===== src/hdl/fsbc_pkg.sv =====
`timescale 1ns / 1ps
// ----------------------------------------------------------------------------
// fsbc_pkg
// Shared constants and byte-level functions of the 128-bit block cipher.
// ----------------------------------------------------------------------------
package fsbc_pkg;

   localparam int MaxRounds  = 14;
   localparam int BlockBytes = 16;
   localparam int BlockBits  = BlockBytes * 8;
   localparam logic [7:0] SboxConst = 8'hCD;
   localparam logic [7:0] GfPoly    = 8'h1B;
   localparam logic [7:0] GfTop     = 8'h80;
   localparam int SchedConsts = 56;

   localparam logic [1:0] CSR_KEY_HI      = 2'd0;
   localparam logic [1:0] CSR_KEY_LO      = 2'd1;
   localparam logic [1:0] CSR_ROUND_COUNT = 2'd2;

   function automatic logic [7:0] gmul(input logic [7:0] a_in, input logic [7:0] b_in);
      logic [7:0] a;
      logic [7:0] p;
      a = a_in;
      p = '0;
      for (int k = 0; k < 8; k++) begin
         if (b_in[k]) p = p ^ a;
         if ((a & GfTop) != 8'h00) a = (a << 1) ^ GfPoly;
         else a = a << 1;
      end
      return p;
   endfunction

   // bytes held big-endian: byte 0 in bits 127:120
   function automatic logic [7:0] byte_of(input logic [BlockBits-1:0] s, input int j);
      return s[BlockBits-1-8*j -: 8];
   endfunction

   function automatic logic [31:0] sbox_fwd(input logic [31:0] c_in);
      logic [7:0] c [4];
      logic [7:0] t;
      for (int j = 0; j < 4; j++) c[j] = c_in[31-8*j -: 8];
      for (int k = 0; k < 4; k++) begin
         t = gmul(c[0], c[1]) ^ c[2] ^ c[3] ^ SboxConst;
         c[3] = c[2]; c[2] = c[1]; c[1] = c[0]; c[0] = t;
      end
      return {c[0], c[1], c[2], c[3]};
   endfunction

   function automatic logic [31:0] sbox_inv(input logic [31:0] c_in);
      logic [7:0] c [4];
      logic [7:0] t;
      for (int j = 0; j < 4; j++) c[j] = c_in[31-8*j -: 8];
      for (int k = 0; k < 4; k++) begin
         t = gmul(c[1], c[2]) ^ c[0] ^ c[3] ^ SboxConst;
         c[0] = c[1]; c[1] = c[2]; c[2] = c[3]; c[3] = t;
      end
      return {c[0], c[1], c[2], c[3]};
   endfunction

   function automatic logic [BlockBits-1:0] lin_fwd(input logic [BlockBits-1:0] s);
      logic [7:0] all;
      logic [BlockBits-1:0] r;
      all = '0;
      for (int j = 0; j < BlockBytes; j++) all = all ^ byte_of(s, j);
      for (int j = 0; j < BlockBytes; j++)
         r[BlockBits-1-8*j -: 8] = all ^ byte_of(s, j) ^ byte_of(s, (j + 4) % 16)
            ^ byte_of(s, (j + 9) % 16) ^ byte_of(s, (j + 10) % 16)
            ^ byte_of(s, (j + 11) % 16);
      return r;
   endfunction

   function automatic logic [BlockBits-1:0] lin_inv(input logic [BlockBits-1:0] s);
      logic [BlockBits-1:0] r;
      for (int j = 0; j < BlockBytes; j++)
         r[BlockBits-1-8*j -: 8] = byte_of(s, j) ^ byte_of(s, (j + 3) % 16)
            ^ byte_of(s, (j + 4) % 16) ^ byte_of(s, (j + 8) % 16)
            ^ byte_of(s, (j + 9) % 16) ^ byte_of(s, (j + 12) % 16)
            ^ byte_of(s, (j + 14) % 16);
      return r;
   endfunction

endpackage


===== src/hdl/fsbc_key_mem.sv =====
`timescale 1ns / 1ps
// ----------------------------------------------------------------------------
// fsbc_key_mem
// Round key store: one write port, one registered read port.
// ----------------------------------------------------------------------------
module fsbc_key_mem #(
   parameter int DEPTH = fsbc_pkg::MaxRounds + 1
) (
   input  logic                           clock,
   input  logic                           wr_en,
   input  logic [$clog2(DEPTH)-1:0]       wr_addr,
   input  logic [fsbc_pkg::BlockBits-1:0] wr_data,
   input  logic [$clog2(DEPTH)-1:0]       rd_addr,
   output logic [fsbc_pkg::BlockBits-1:0] rd_data
);

   logic [fsbc_pkg::BlockBits-1:0] mem [DEPTH];

   always_ff @(posedge clock) begin
      if (wr_en) mem[wr_addr] <= wr_data;
      rd_data <= mem[rd_addr];
   end

endmodule


===== config.mk =====
export PLATFORM = sky130hd
export DESIGN_NAME = fsbc_key_mem
export DESIGN_NICKNAME = d
export VERILOG_FILES = /design/src/hdl/fsbc_pkg.sv /design/src/hdl/fsbc_key_mem.sv
export SDC_FILE = /design/constraint.sdc
export NUM_CORES = 2
export LEC_CHECK = 0
export BUFFER_PORTS_ARGS = -buffer_cell sky130_fd_sc_hd__buf_4
export CAP_MARGIN = 20
export CELL_PAD_IN_SITES_DETAIL_PLACEMENT = 1
export CELL_PAD_IN_SITES_GLOBAL_PLACEMENT = 1
export CORE_MARGIN = 5
export CORE_UTILIZATION = 58
export CTS_BUF_LIST = sky130_fd_sc_hd__clkbuf_16
export DETAILED_ROUTE_END_ITERATION = 10
export PLACE_DENSITY_LB_ADDON = 0.1
export SLEW_MARGIN = 10
export SYNTH_ARGS = -nofsm -noshare
export SYNTH_HDL_FRONTEND = slang
export SYNTH_SLANG_ARGS = --single-unit

===== constraint.sdc =====
create_clock -name clock -period 23 [get_ports clock]
set_input_delay 4.6 -clock clock [delete_from_list [all_inputs] [get_ports clock]]
set_output_delay 4.6 -clock clock [all_outputs]
set_load 0.02 [all_outputs]

## Word-level counts from Yosys, hierarchy flattened

Memories as Yosys holds them, arrays and structs flattened. A register that Yosys moved wholly into a read port is not among the register bits.
Index checks and enable logic that the tools add are counted.

- Memories kept: 1
- Bits in writable memories: 1920
- Register bits: 0

- Multiplexer cells: 2

Memories:

| memory | depth | bits a word | read ports | clocked after Yosys merged registers in | write ports | RTL line | text |
|---|---|---|---|---|---|---|---|
| mem | 15 | 128 | 1 | 1 | 1 | fsbc_key_mem.sv:17 | `logic [fsbc_pkg::BlockBits-1:0] mem [DEPTH];` |

Operators by type and width:

| kind | count |
|---|---|
| $mux W1 | 2 |

## Longest topological paths before layout

- Depth in word-level cells: 2
- Depth in mapped cells: 8

## Worst setup path after synthesis

OpenSTA, ideal clock, no wires.

- Path kind: input to register
- Start point: input port wr_addr[2]
- End point: memory mem[0][0] in the netlist's numbering, enable pin
- Data required time: 22.226 ns
- Stages on the path: 2
- Path slack: 8.473 ns
- Data arrival time: 13.753 ns
- Setup time: 0.774 ns
- Cell sequence: or3b_2 nor3_1

RTL lines:

| what | RTL line | text |
|---|---|---|
| start: declaration | fsbc_key_mem.sv:11 | `input logic [$clog2(DEPTH)-1:0] wr_addr,` |
| end: declaration | fsbc_key_mem.sv:17 |  |

Straight into the memory's write port.

==> PnR_summary.wiki <==
{| class="wikitable"
! Metric !! Value
|-
| Largest area contributor in the netlist || edfxtp_1
|-
| Ratio of cells with drive above 1 in the final layout || between 20% and 30%
|-
| Gate count of the mapped netlist || between 3000 and 4000
|-
| Post-synth EDFFs || 1920
|-
| Met2 Track Usage GR || 46.7%
|-
| Clock tree from TritonCTS || yes
|-
| Clk network pwr share || between 30 and 40%
|-
| Synthesized Nets || about 3800
|-
| Maximum number of pins on one net before global-route repair || approximately 130
|-
| Total of warnings raised by yosys || 0
|-
| Area of the die || roughly 0.14 mm²
|-
| Num CTS Buffers || slightly below 200
|-
| Met3 track demand over resource in global routing || under 10%
|-
| Synth Register Bits || ~2000
|-
| Fraction of synthesis flops using an asynchronous set or reset pin || 0%
|-
| Initial standard-cell utilization of the core || approximately 58%
|-
| Routing layer with the top usage in global route || met2
|-
| Detailed-route wire length per cell || 32.6 µm
|-
| Min setup slack post-route || approximately 14000 ps
|-
| Detailed router's first-iteration violation count || between 4000 and 5000
|-
| Power consumption || approximately 7700 µW
|-
| Portion of the post-synthesis area used by sequential elements || ~80%
|-
| Die X || 371 µm
|-
| Sequential share of power || between 50 and 60%
|-
| Headroom to the max-slew limit || 20.9%
|-
| Setup violations, final || 0
|-
| Minimum clock period || between 9000 and 10000 ps
|-
| Overall via count from detail_route || around 38000
|-
| Final cell utilization of the core || about two thirds
|-
| Worst vdd rail ir drop || about 0.080 mV
|-
| Fraction of power consumed by combinational cells || 5.7%
|-
| Met1 global-route usage || just under 40%
|-
| Number of instances resized during post-cts repair || 0
|-
| Port bufs || roughly 270
|-
| I/O pins || ~270
|-
| Global-route congestion overflow total || 0
|-
| Clock transition at path regs || 60 ps
|-
| DRC Markers || 0
|-
| Buffer count from post-CTS setup fixing || 0
|-
| Worst endpoint data arrival time || around 10000 ps
|-
| Y dimension of the die || between 300 and 400 µm
|-
| Synthesis-to-layout area growth || 13.2%
|-
| Avg Inst Size Synth || between 20 and 25 µm²
|-
| CTS HTree Levels || 4
|-
| Pre-Repair DR Iteration Count || 5
|-
| Post-DP HPWL || ~94 mm
|-
| Placed instance count || approximately 5500
|-
| Antenna violations before repair || 28
|-
| Final slew viol count || 0
|-
| Wire length of the first global-routing pass || between 200 and 300 mm
|-
| Share of the cycle needed by the critical path after routing || a little over 40%
|-
| Number of core rows || between 100 and 150
|-
| Insertion delay to the later sink of the worst-skew pair || 810 ps
|-
| Worst min-delay path class || register to register
|-
| Top flip-flop cell by instance count after synthesis || edfxtp_1
|-
| Area of the mapped netlist || roughly 0.076 mm²
|-
| Antenna viol nets, final || 0
|-
| Area fraction of the dominant cell type after synthesis || 76.2%
|-
| Cell with the most instances after synthesis || edfxtp_1
|-
| Count of distinct cell types in the synthesized netlist || 31
|-
| Type of the worst setup path || input port to register
|-
| Final hold violation count || 0
|-
| Number of fillers in the final layout || about 10000
|-
| Number of nets at the end of the flow || approximately 4100
|-
| Fin cells || 5938
|-
| CP Max Fanout || approximately 120
|-
| Number of violations of the max-capacitance limit || 0
|-
| Global routing usage summed across all routing layers || ~29%
|-
| Switching Power || between 1500 and 2000 µW
|-
| Commonest cells post-synth || 1920 x edfxtp_1, 360 x mux2i_1, 268 x mux4_2
|-
| Worst clock skew on the final layout || slightly above 20 ps
|-
| Switching share of power || a little over a fifth
|-
| Hold path cells || 2
|-
| Buffer cell driving the clock tree root || clkbuf_16
|-
| Static Leak || 0.0286 µW
|-
| Cell count of the worst reg-to-reg path || 3
|-
| Critical path required time || 23660 ps
|-
| Maximum buffer depth of the clock tree || 3
|-
| Via count of the first global-routing pass || 41500
|-
| Result of the run || complete, no violations
|-
| Nature of the critical path startpoint || input port
|-
| PD cells || between 80 and 90 mW/mm²
|-
| Unrepaired setup endpoints after global routing || false
|-
| Critical Path Sink Type || register
|-
| Number of buffers added to fix hold violations after cts || 0
|-
| Global placer's final weighted congestion || 0.745
|-
| Int Power || ~6100 µW
|-
| Average via count per standard cell || roughly 6.4
|-
| Floorplan Core Area || 0.130 mm²
|-
| CTS sink count || slightly above 2000
|-
| Total wire length after detailed routing || 194 mm
|-
| Pre-CTS worst setup slack || roughly 13000 ps
|-
| Tightest Pin Transition || about 1200 ps
|-
| Max Fclk || around 110 MHz
|-
| Final TNS setup || 0 ps
|-
| Largest cells by area after synthesis || edfxtp_1 76%, mux4_2 8.0%, mux2i_1 4.8%
|}
[power by group through the flow]
stage / registers [µW] / clock network (µW) / logic (µW)
floorplan: 4310 / 0 / 213
global placement: 4280 / 0 / 417
detailed placement: 4290 / 0 / 436
global route: 4210 / 3290 / 463
finish: 4210 / 3060 / 436
CTS: 4210 / 3100 / 439
[kinds of logic (layout without fill, tap and decap cells)]
family                 Yosys count  in the layout  synth area share, %
DFF                           2048           2048                 79.6
muxes                          628            628                 12.7
AOI/OAI and AO/OA              500            500                 4.15
buffers and inverters          210            702                 1.60
other                            0             22                    0
and+or+nand+nor                296            296                 1.92
[placed cells by master, fill, tap and decap left out, types with 2 or more instances in the layout]
cell,instances
clkbuf_16,207
a21oi_1,12
mux4_2,268
mux2i_1,360
clkinv_1,60
bufinv_16,11
inv_6,2
dfxtp_1,128
edfxtp_1,1920
o22ai_1,116
nand3b_1,2
a31oi_1,116
diode_2,22
o21ai_0,13
nor3_2,4
nor2_1,18
buf_4,317
nand2b_1,120
o21ai_1,103
a22oi_1,128
clkinv_2,21
nand2_1,130
nor2_4,13
buf_8,4
inv_1,65
buf_12,11
o211ai_1,12
[stage by stage]
| stage | hold slack, ps | instance area, µm² |
|---|---|---|
| 5_1_grt | 612 | 85600 |
| 6_report | 570 | 85600 |
| 2_1_floorplan | 520 | 75700 |
| 4_1_cts | 580 | 85500 |
| 3_3_place_gp | 541 | 79400 |
| 3_5_place_dp | 566 | 79400 |
[metal layers]
layer  vias to the layer above  routed length (µm)
li1                      15800                   -
met1                     20300               77200
met2                      1599               96300
met3                       296               15400
met4                        12                4480
met5                         -                  70
[final timing paths]
path | from | end | slack (ps)
max | rd_addr[0] | rd_data[58] | 13600
min | mem[14][45] | rd_data[45] | 570
max reg2reg | mem[7][13] | rd_data[13] | 21510
min reg2reg | mem[14][45] | rd_data[45] | 570
[worst max-delay path, cell delays in order]
cell and delay (ps):
buf_8 640, buf_4 970, buf_12 580, buf_4 830, buf_4 940, mux4_2 600, a22oi_1 230, o21ai_1 100
[cell type report]
class	count	area (µm²)	area share (%)
inverter	3	18.8	0.0219
antenna	22	55.1	0.0643
sequential	2048	60200	70.3
tap	1742	2180	2.55
multi-input combinational	1424	14400	16.8
clock inverter	159	921	1.08
timing repair buffer	333	2690	3.14
clock buffer	207	5180	6.05
[registers in the layout, indices dropped and copies added, names as in the netlist]
name and cells:
rd_data 128, mem 1920
Note: power is estimated with default switching activity, not from simulation.
